`src/binom_pkg.sv`:
```
package binom_pkg;

	localparam int N_W    = 6;
	localparam int COEF_W = 32;

	// Controller to datapath
	typedef struct packed {
		logic load;
		logic init;
		logic row_begin;
		logic sweep;
		logic next_row;
		logic mir_rd;
		logic mir_wr;
		logic res_rd;
		logic out_load;
	} binom_cmd_t;

	// Datapath to controller
	typedef struct packed {
		logic zero;
		logic row_over;
		logic end_zero;
		logic col_one;
		logic mirror_en;
		logic out_free;
	} binom_sts_t;

endpackage

```
`src/binom_if.sv`:
```
interface binom_req_if import binom_pkg::*; ();
	logic             valid;
	logic             ready;
	logic [N_W-1:0]   n_total;
	logic [N_W-1:0]   r_pick;

	modport source (output valid, output n_total, output r_pick, input ready);
	modport sink   (input valid, input n_total, input r_pick, output ready);
endinterface

interface binom_res_if import binom_pkg::*; ();
	logic              valid;
	logic              ready;
	logic [COEF_W-1:0] coefficient;

	modport source (output valid, output coefficient, input ready);
	modport sink   (input valid, input coefficient, output ready);
endinterface

```
`src/binomial_coefficient.sv`:
```
// Binomial coefficient C(n,r) by Pascal's triangle, wrapped to VALUE_WIDTH.
// operands: a valid/ready channel carrying n_total and r_pick; a transfer
//   takes place when valid and ready are both high. Ready is high only
//   while no request is in progress; one request is worked at a time.
// result: a valid/ready channel carrying coefficient, zero when r exceeds n.
// Timing: when r exceeds n, the request passes INIT and DONE and the result
//   register is loaded. Otherwise each row 1..n takes a row start, a sweep of
//   e column adds (e being min(r, row/2) with r folded), a drain step when e
//   is nonzero, and a read and a write for each mirror copy. The sweep runs
//   at one column add per cycle through the row memory's single write port.
// Next request: a new transfer can be taken in the cycle after a result is loaded.
// Reset: arst_n low clears the controller to idle and drops result valid;
//   the row memory is not cleared, each request seeds its first entry.
// Stall: a finished result sits in the output register until the receiver
//   takes it; a new request may be taken meanwhile, and its own result is
//   held back until the output register is free.
module binomial_coefficient import binom_pkg::*; #(
	parameter int MAX_N       = 63,
	parameter int VALUE_WIDTH = 32
) (
	input  logic         clk,
	input  logic         arst_n,
	binom_req_if.sink    operands,
	binom_res_if.source  result
);

	binom_cmd_t cmd;
	binom_sts_t sts;

	// sequence rows and columns
	binom_ctrl u_ctrl (
		.clk      (clk),
		.arst_n   (arst_n),
		.in_valid (operands.valid),
		.in_ready (operands.ready),
		.sts      (sts),
		.cmd      (cmd)
	);

	// hold the row memory, counters and output register
	binom_dp #(
		.MAX_N       (MAX_N),
		.VALUE_WIDTH (VALUE_WIDTH)
	) u_dp (
		.clk         (clk),
		.arst_n      (arst_n),
		.n_total     (operands.n_total),
		.r_pick      (operands.r_pick),
		.cmd         (cmd),
		.sts         (sts),
		.out_ready   (result.ready),
		.out_valid   (result.valid),
		.coefficient (result.coefficient)
	);

endmodule

```
`src/binom_ctrl.sv`:
```
module binom_ctrl import binom_pkg::*; (
	input  logic       clk,
	input  logic       arst_n,
	input  logic       in_valid,
	output logic       in_ready,
	input  binom_sts_t sts,
	output binom_cmd_t cmd
);

	localparam logic [3:0] S_IDLE   = 4'd0;
	localparam logic [3:0] S_INIT   = 4'd1;
	localparam logic [3:0] S_ROW    = 4'd2;
	localparam logic [3:0] S_SWEEP  = 4'd3;
	localparam logic [3:0] S_DRAIN  = 4'd4;
	localparam logic [3:0] S_MIR_RD = 4'd5;
	localparam logic [3:0] S_MIR_WR = 4'd6;
	localparam logic [3:0] S_RES_RD = 4'd7;
	localparam logic [3:0] S_DONE   = 4'd8;

	logic [3:0] state_q;
	logic [3:0] state_d;

	assign in_ready = (state_q == S_IDLE);

	always_comb begin
		state_d = state_q;
		cmd     = '0;
		case (state_q)
			S_IDLE: begin
				if (in_valid) begin
					cmd.load = 1'b1;
					state_d  = S_INIT;
				end
			end
			S_INIT: begin
				if (sts.zero) begin
					state_d = S_DONE;
				end else begin
					cmd.init = 1'b1;
					state_d  = S_ROW;
				end
			end
			S_ROW: begin
				if (sts.row_over) begin
					state_d = S_RES_RD;
				end else begin
					cmd.row_begin = 1'b1;
					if (!sts.end_zero) begin
						state_d = S_SWEEP;
					end else if (sts.mirror_en) begin
						state_d = S_MIR_RD;
					end else begin
						cmd.next_row = 1'b1;
					end
				end
			end
			S_SWEEP: begin
				cmd.sweep = 1'b1;
				if (sts.col_one) begin
					state_d = S_DRAIN;
				end
			end
			S_DRAIN: begin
				// last column write lands this cycle
				if (sts.mirror_en) begin
					state_d = S_MIR_RD;
				end else begin
					cmd.next_row = 1'b1;
					state_d      = S_ROW;
				end
			end
			S_MIR_RD: begin
				cmd.mir_rd = 1'b1;
				state_d    = S_MIR_WR;
			end
			S_MIR_WR: begin
				cmd.mir_wr   = 1'b1;
				cmd.next_row = 1'b1;
				state_d      = S_ROW;
			end
			S_RES_RD: begin
				cmd.res_rd = 1'b1;
				state_d    = S_DONE;
			end
			S_DONE: begin
				if (sts.out_free) begin
					cmd.out_load = 1'b1;
					state_d      = S_IDLE;
				end
			end
			default: begin
				state_d = S_IDLE;
			end
		endcase
	end

	always_ff @(posedge clk or negedge arst_n) begin
		if (!arst_n) begin
			state_q <= S_IDLE;
		end else begin
			state_q <= state_d;
		end
	end

endmodule

```
`src/binom_dp.sv`:
```
module binom_dp import binom_pkg::*; #(
	parameter int MAX_N       = 63,
	parameter int VALUE_WIDTH = 32
) (
	input  logic              clk,
	input  logic              arst_n,
	input  logic [N_W-1:0]    n_total,
	input  logic [N_W-1:0]    r_pick,
	input  binom_cmd_t        cmd,
	output binom_sts_t        sts,
	input  logic              out_ready,
	output logic              out_valid,
	output logic [COEF_W-1:0] coefficient
);

	localparam int N_EFF = (MAX_N < 63) ? MAX_N : 63;
	localparam int DEPTH = N_EFF / 2 + 1;
	localparam int AW    = (DEPTH > 1) ? $clog2(DEPTH) : 1;
	localparam int EW    = (VALUE_WIDTH > COEF_W) ? VALUE_WIDTH : COEF_W;
	localparam logic [N_W-1:0] N_CAP = N_W'(N_EFF);

	logic [VALUE_WIDTH-1:0] mem_q [DEPTH];

	logic [N_W-1:0]         n_q;
	logic [N_W-1:0]         r_q;
	logic                   zero_q;
	logic [N_W:0]           row_q;
	logic [AW-1:0]          col_q;

	logic [VALUE_WIDTH-1:0] rd_a_q;
	logic [VALUE_WIDTH-1:0] rd_b_q;
	logic                   pend_s1;
	logic [AW-1:0]          waddr_s1;

	logic                   out_valid_q;
	logic [COEF_W-1:0]      coef_q;

	logic [N_W-1:0]         n_sat;
	logic [N_W-1:0]         mid;
	logic [N_W-1:0]         end_col;
	logic [VALUE_WIDTH-1:0] sum;
	logic                   we;
	logic [AW-1:0]          waddr;
	logic [VALUE_WIDTH-1:0] wdata;
	logic                   rd_a_en;
	logic [AW-1:0]          rd_a_addr;
	logic [EW-1:0]          rd_ext;

	assign n_sat   = (n_total > N_CAP) ? N_CAP : n_total;
	assign mid     = row_q[N_W:1];
	assign end_col = (r_q < mid) ? r_q : mid;
	assign sum     = rd_a_q + rd_b_q;
	assign rd_ext  = EW'(rd_a_q);

	assign sts.zero      = zero_q;
	assign sts.row_over  = (row_q > {1'b0, n_q});
	assign sts.end_zero  = (end_col == '0);
	assign sts.col_one   = (col_q == AW'(1));
	assign sts.mirror_en = (mid < r_q);
	assign sts.out_free  = !out_valid_q || out_ready;

	assign out_valid   = out_valid_q;
	assign coefficient = coef_q;

	// single write port: seed, column update, then mirror copy
	always_comb begin
		we    = 1'b0;
		waddr = '0;
		wdata = '0;
		if (cmd.init) begin
			we    = 1'b1;
			wdata = VALUE_WIDTH'(1);
		end else if (pend_s1) begin
			we    = 1'b1;
			waddr = waddr_s1;
			wdata = sum;
		end else if (cmd.mir_wr) begin
			we    = 1'b1;
			waddr = AW'(mid + N_W'(1));
			wdata = rd_a_q;
		end
	end

	always_comb begin
		rd_a_en   = cmd.sweep || cmd.mir_rd || cmd.res_rd;
		rd_a_addr = col_q;
		if (cmd.mir_rd) begin
			rd_a_addr = AW'(mid);
		end else if (cmd.res_rd) begin
			rd_a_addr = AW'(r_q);
		end
	end

	always_ff @(posedge clk) begin
		if (we) begin
			mem_q[waddr] <= wdata;
		end
		if (rd_a_en) begin
			rd_a_q <= mem_q[rd_a_addr];
		end
		if (cmd.sweep) begin
			rd_b_q <= mem_q[col_q - AW'(1)];
		end
	end

	always_ff @(posedge clk) begin
		if (cmd.load) begin
			n_q    <= n_sat;
			zero_q <= (r_pick > n_sat);
			r_q    <= (r_pick > (n_sat >> 1)) ? (n_sat - r_pick) : r_pick;
		end
		if (cmd.sweep) begin
			waddr_s1 <= col_q;
		end
		if (cmd.out_load) begin
			coef_q <= zero_q ? '0 : rd_ext[COEF_W-1:0];
		end
	end

	always_ff @(posedge clk or negedge arst_n) begin
		if (!arst_n) begin
			row_q       <= '0;
			col_q       <= '0;
			pend_s1     <= 1'b0;
			out_valid_q <= 1'b0;
		end else begin
			pend_s1 <= cmd.sweep;
			if (cmd.init) begin
				row_q <= (N_W+1)'(1);
			end else if (cmd.next_row) begin
				row_q <= row_q + (N_W+1)'(1);
			end
			if (cmd.row_begin) begin
				col_q <= AW'(end_col);
			end else if (cmd.sweep) begin
				col_q <= col_q - AW'(1);
			end
			if (cmd.out_load) begin
				out_valid_q <= 1'b1;
			end else if (out_ready) begin
				out_valid_q <= 1'b0;
			end
		end
	end

endmodule

```
`src/flat_wrapper.sv`:
```
// flat-port wrapper written by rule: the top's interface ports become plain ports
module binomial_coefficient_flat import binom_pkg::*;
#(
	parameter int MAX_N       = 63,
	parameter int VALUE_WIDTH = 32
)
  (clk, arst_n, operands_valid, operands_n_total, operands_r_pick, operands_ready, result_valid, result_coefficient, result_ready);
  binom_req_if operands_i ();
  binom_res_if result_i ();
  input  logic clk;
  input  logic arst_n;
  input wire logic [$bits(operands_i.valid)-1:0] operands_valid;
  input wire logic [$bits(operands_i.n_total)-1:0] operands_n_total;
  input wire logic [$bits(operands_i.r_pick)-1:0] operands_r_pick;
  output wire logic [$bits(operands_i.ready)-1:0] operands_ready;
  output wire logic [$bits(result_i.valid)-1:0] result_valid;
  output wire logic [$bits(result_i.coefficient)-1:0] result_coefficient;
  input wire logic [$bits(result_i.ready)-1:0] result_ready;
  assign operands_i.valid = operands_valid;
  assign operands_i.n_total = operands_n_total;
  assign operands_i.r_pick = operands_r_pick;
  assign operands_ready = operands_i.ready;
  assign result_valid = result_i.valid;
  assign result_coefficient = result_i.coefficient;
  assign result_i.ready = result_ready;
  binomial_coefficient #(.MAX_N(MAX_N), .VALUE_WIDTH(VALUE_WIDTH)) u_core (.clk(clk), .arst_n(arst_n), .operands(operands_i), .result(result_i));
endmodule
```
`config.mk`:
```
export PLATFORM = sky130hd
export DESIGN_NAME = binomial_coefficient_flat
export DESIGN_NICKNAME = d
export VERILOG_FILES = /design/src/binom_pkg.sv /design/src/binom_if.sv /design/src/binomial_coefficient.sv /design/src/binom_ctrl.sv /design/src/binom_dp.sv /design/src/flat_wrapper.sv
export SDC_FILE = /design/constraint.sdc
export NUM_CORES = 2
export LEC_CHECK = 0
export ABC_AREA = 1
export BUFFER_PORTS_ARGS = -buffer_cell sky130_fd_sc_hd__buf_4
export CAP_MARGIN = 25
export CORE_MARGIN = 5
export CORE_UTILIZATION = 30
export CTS_CLUSTER_DIAMETER = 40
export DETAILED_ROUTE_END_ITERATION = 7
export GPL_ROUTABILITY_DRIVEN = 0
export PLACE_DENSITY_LB_ADDON = 0.05
export SYNTH_ARGS = -nofsm -noshare
export SYNTH_HDL_FRONTEND = slang
export SYNTH_HIERARCHICAL = 1
export SYNTH_SLANG_ARGS = --single-unit
```
`constraint.sdc`:
```
create_clock -name clk -period 5.9 [get_ports clk]
set_input_delay 1.18 -clock clk [delete_from_list [all_inputs] [get_ports clk]]
set_output_delay 1.18 -clock clk [all_outputs]
set_load 0.03 [all_outputs]
```
# == Word-level counts from Yosys, hierarchy flattened ==
# Memory sizes are Yosys's and may differ from the RTL's. A register that Yosys moved wholly into a read port is not among the register bits.
# Cells that the tools add are included.
# word_totals
n_memories,1
ramBits,1024
inputBits,16
register_bits,68
# op_classes
muxes,47
n_eq_ne,13
n_lt_le_gt_ge,6
addsub,5
reduce_logical,10
# memory_table
name,words,width,rd,rd_clocked_by_memory_dff,wr,line_no,source
u_core.u_dp.mem_q,32,32,2,2,1,binom_dp.sv:22,logic [VALUE_WIDTH-1:0] mem_q [DEPTH];
# ops
cell,n
32-bit 2-to-1 mux,3
4-bit one-hot mux with 9 select lines,1
5-bit 2-to-1 mux,7
32-bit adder,1
4-bit 2-to-1 mux,7
1-bit 2-to-1 mux,22
6-bit 2-to-1 mux,3
"4-bit by 3-bit equality test with 1-bit output, second input constant",4
7-bit 2-to-1 mux,2
6-bit less-than comparator,2
"4-bit by 2-bit equality test with 1-bit output, second input constant",2
"7-bit by 1-bit adder with 7-bit output, second input constant",1
7-bit by 6-bit > comparator with 1-bit output,1
6-bit by 5-bit > comparator with 1-bit output,1
6-bit > comparator,1
"6-bit > comparator, second input constant",1
6-bit zero test,1
2-bit nonzero test,3
6-bit subtractor,1
"5-bit by 1-bit adder with 5-bit output, second input constant",1
"5-bit by 1-bit equality test with 1-bit output, second input constant",1
"5-bit by 1-bit subtractor with 5-bit output, second input constant",1
"4-bit by 1-bit equality test with 1-bit output, second input constant",1
"4-bit equality test, second input constant",1
other kinds (9),12

# == Depth between registers and ports, before layout ==
# logic_depth
depth_word,8
ltp_mapped,23

# == Hierarchy ==
# Netlist, hierarchy kept.
# by_module_without_submodules
mod,n_inst,area_each_um2,seq_area_each_um2,cells_each
binom_dp,1,62414.9,34523.1,7163
binom_ctrl,1,401.6,100.1,72

# == Worst setup path before layout ==
# OpenSTA, ideal clock, no wires.
# synth_path
path_kind,register to register
start,register u_core.u_ctrl.state_q[3]
end,memory u_core.u_dp.mem_q[0][0] (enable)
setup_ns,0.461
required_time_ns,5.439
slack_ns,1.646
path_buffers,1
stages_incl_launch_ff,13
arrival_time_ns,3.793
cell_sequence,dfrtp_1 -> inv_2 -> nand2_2 -> inv_1 -> nand2_1 -> inv_1 -> clkbuf_1 -> inv_1 -> nor2_1 -> a22o_1 -> nand2_1 -> nand2_1 -> nor3_1
# synth_rtl
item,line_no,source
"start, declared",binom_ctrl.sv:20,logic [3:0] state_q;
"start signal, assigned",binom_ctrl.sv:101,state_q <= state_d;
"end, declared",binom_dp.sv:22,

==> flow_metrics.tcl <==
set metrics [dict create \
    outcome "finished, violations left" \
    failed_checks "design-rule violations" \
    htree_levels 4 \
    vias 53649 \
    start_util_pct 30.1 \
    yosys_warnings 6 \
    final-hold-violation-count 0 \
    min_period_ps 4380 \
    cp.required_ps 6360 \
    drive_gt1_share_pct 9.17 \
    power.leakage_nw 30.9 \
    ios 50 \
    hold_class "in -> async" \
    synthToLayoutAreaGrowth_pct 19.6 \
    fmaxAchievable_ghz 0.228 \
    dp.final_hpwl_um 155000 \
    cts_made_buffers 237 \
    critical_path_class "reg -> reg" \
    wl_per_cell_um 27.2 \
    reg2reg_depth 10 \
    critPathMaxFanout 20 \
    final_antenna_net_count 0 \
    die_x_um 468 \
    coreArea_mm2 0.209 \
    max_cap_viol_count 0 \
    drt_iter0_markers 5077 \
    synth-edff-count 1138 \
    maxSlewViolCount 0 \
    path_depth 10 \
    slew_headroom_pct 20.2 \
    ys_async_sr_fraction_pct 1.56 \
    fin_tns_setup_ps 0 \
    critical_path_buf_inv_count 3 \
    setup_violations 0 \
    die-area_mm2 0.219 \
    synth_nets 7311 \
    clkTransAtPathRegs_ps 50 \
    track_usage_pct 24.7 \
    fin_crit_sh_pct 74.2 \
    cts-hold-fix-buffers 0 \
    fillers 21205 \
    grt_pass1_wl_um 390000 \
    skew_ps 65.0 \
    gr-total-overflow 0 \
    grt_max_degree 193 \
    ir_drop_v 0.000516 \
    post_cts_buffers 0 \
    firstDrtPassIters 8 \
    cp-start-kind "flip-flop" \
    cts_tree "done" \
    port_buffers 49 \
    multi_input_area_mm2 0.0223 \
    drt-total-wl_um 278000 \
    fin_area_mm2 0.0751 \
    whs_ps 218 \
    yosysSeqAreaShare_pct 55.1 \
    p_per_area_mw_per_mm2 642 \
    drc 2 \
    synth_seq_cells 1156 \
    rsz0062_at_grt "false" \
    chipHeight_um 468 \
    cts.sinks 1156 \
    cp-end-kind "flip-flop" \
    first_global_vias 52059 \
    syn_avg_cell_area_um2 8.68 \
    netlist_area_mm2 0.0628 \
    cts_max_path_buffers 3 \
    cts.root.buffer_cell "clkbuf_16" \
    nets 7252 \
    dpl_cell_area_mm2 0.0669 \
    clk_latency_ps 880 \
    post_cts_resized 0 \
    seqCellArea_mm2 0.0346 \
    rows 168 \
    antenna_found_initial 8 \
    critPathArrivalTime_ps 4840 \
    crit_chain "nor2_4, nand4_1, inv_1, clkinv_1, nand2_1, o21ai_1, nor2_1, nand2_1, nor2_4, buf_4" \
    synth-main-ff-cell "edfxtp_1" \
    yosysUniqueCellTypes 46 \
    syn_inst 7235 \
    worstMarginPinSlew_ps 1200 \
    cp_top_family "simple AND/OR/NAND/NOR gates" \
    viasPerCell 5.26 \
    critical-path-max-stage-delay_ps 890 \
    critical_path.slowest_cell "nor2_4" \
]
==> path summary, 6_finish.rpt <==
check	startpoint	endpoint	slack, ps
min in group clk	u_core/u_dp/out_valid	u_core/u_dp/out_valid	500
hold / removal	arst_n	u_core/u_dp/row_q[6]	220
max in group asynchronous	arst_n	u_core/u_dp/col_q[0]	5390
setup / recovery	u_core/u_ctrl/state_q[3]	u_core/u_dp/mem_q[10][23]	1520
setup reg to reg	u_core/u_ctrl/state_q[3]	u_core/u_dp/mem_q[10][23]	1520
hold reg to reg	u_core/u_dp/out_valid	u_core/u_dp/out_valid	500
==> flip-flops by register name (all words and copies together) (netlist names) <==
signal and count:
u_core/u_dp/mem_q 1024, u_core/u_dp/coefficient 32, u_core/u_dp/rd_a_q 32, u_core/u_dp/rd_b_q 32, u_core/u_dp/row_q 7, u_core/u_dp/n_q 6
u_core/u_dp/r_q 6, u_core/u_dp/col_q 5, u_core/u_dp/waddr_s1 5, u_core/u_ctrl/state_q 4, u_core/u_dp/out_valid 1, u_core/u_dp/pend_s1 1
u_core/u_dp/zero_q 1
==> cell families (layout without fill, tap and decap cells) <==
kind of cell	Yosys count	count (layout)	synth area share (%)
AO/OA/AOI/OAI	1413	1413	11.4
XOR/XNOR	14	14	0.219
adder cells (fa/ha/maj)	60	60	1.22
buffers and inverters	1583	1731	10.1
flip-flops	1156	1156	55.1
other	0	5	0
AND/OR/NAND/NOR	3009	3009	22.0
==> power breakdown <==
group	internal (mW)	switching [mW]	total, mW
Clock	8.80	4.77	13.6
Combinational	6.05	17.6	23.6
Sequential	10.5	0.550	11.0
==> layer usage <==
layer / global-route usage (%) / wire (µm) / up-vias
met3: 4.26 / 17100 / 508
met2: 40.3 / 128000 / 2023
li1: - / - / 24539
met1: 33.1 / 122000 / 26579
met4: 8.87 / 10200 / 0
met5: 0 / 0 / -
==> cell type report <==
class | count | area share [%]
repair buffers | 211 | 3.33
multi-input cells | 4496 | 29.7
inverters | 1074 | 5.42
well taps | 2805 | 4.67
clock inverters | 185 | 2.81
clock buffers | 261 | 8.01
flip-flops and latches | 1156 | 46.1
diodes | 5 | 0.0167
==> through the flow <==
step	setup slack [ps]	utilization, %	power, mW	instances
after detailed placement	1560	32.0	34.7	9738
after global placement	1530	31.8	34.5	9722
after CTS	1510	35.9	48.4	10184
after global routing	1350	36.0	50.8	10191
after floorplan	1650	-	24.8	7235
final	1520	36.0	48.2	10193
==> synthesized netlist by cell type, types with 27 or more instances <==
cell / n / area share (%)
a21oi_1: 633 / 5.0
buf_2: 216 / 1.7
buf_4: 27 / 0.32
clkbuf_1: 241 / 1.4
edfxtp_1: 1138 / 54
ha_1: 58 / 1.2
inv_1: 1063 / 6.4
nand2_1: 1312 / 7.8
nand3_1: 1293 / 10
nand3b_1: 218 / 2.6
nor2_1: 156 / 0.93
o21ai_0: 592 / 4.7
o21ai_1: 161 / 1.3
==> layout by cell type (no fill, tap or decap), drive strengths merged <==
cell type  Yosys  layout
a221oi         1       1
xor2           8       8
o2111ai        1       1
xnor2          6       6
inv         1073    1089
o21bai         5       5
and3           2       2
or2            2       2
nor3b          1       1
diode          0       5
buf          268     211
and2           2       2
bufinv         0      33
clkinvlp       0      21
a22o           1       1
nand2       1317    1317
clkinv         1     116
nand3b       218     218
nor4b          1       1
ha            58      58
a41oi          1       1
nand3       1294    1294
clkbuf       241     261
edfxtp      1138    1138
dfrtp         18      18
o211ai         7       7
fa             2       2
a31oi          1       1
o22ai          3       3
nor2         159     159
nand4          4       4
a21oi        633     633
o221ai         4       4
nor3           9       9
a21o           3       3
o21ai        753     753
No activity file was read; power rests on OpenSTA's default activity.
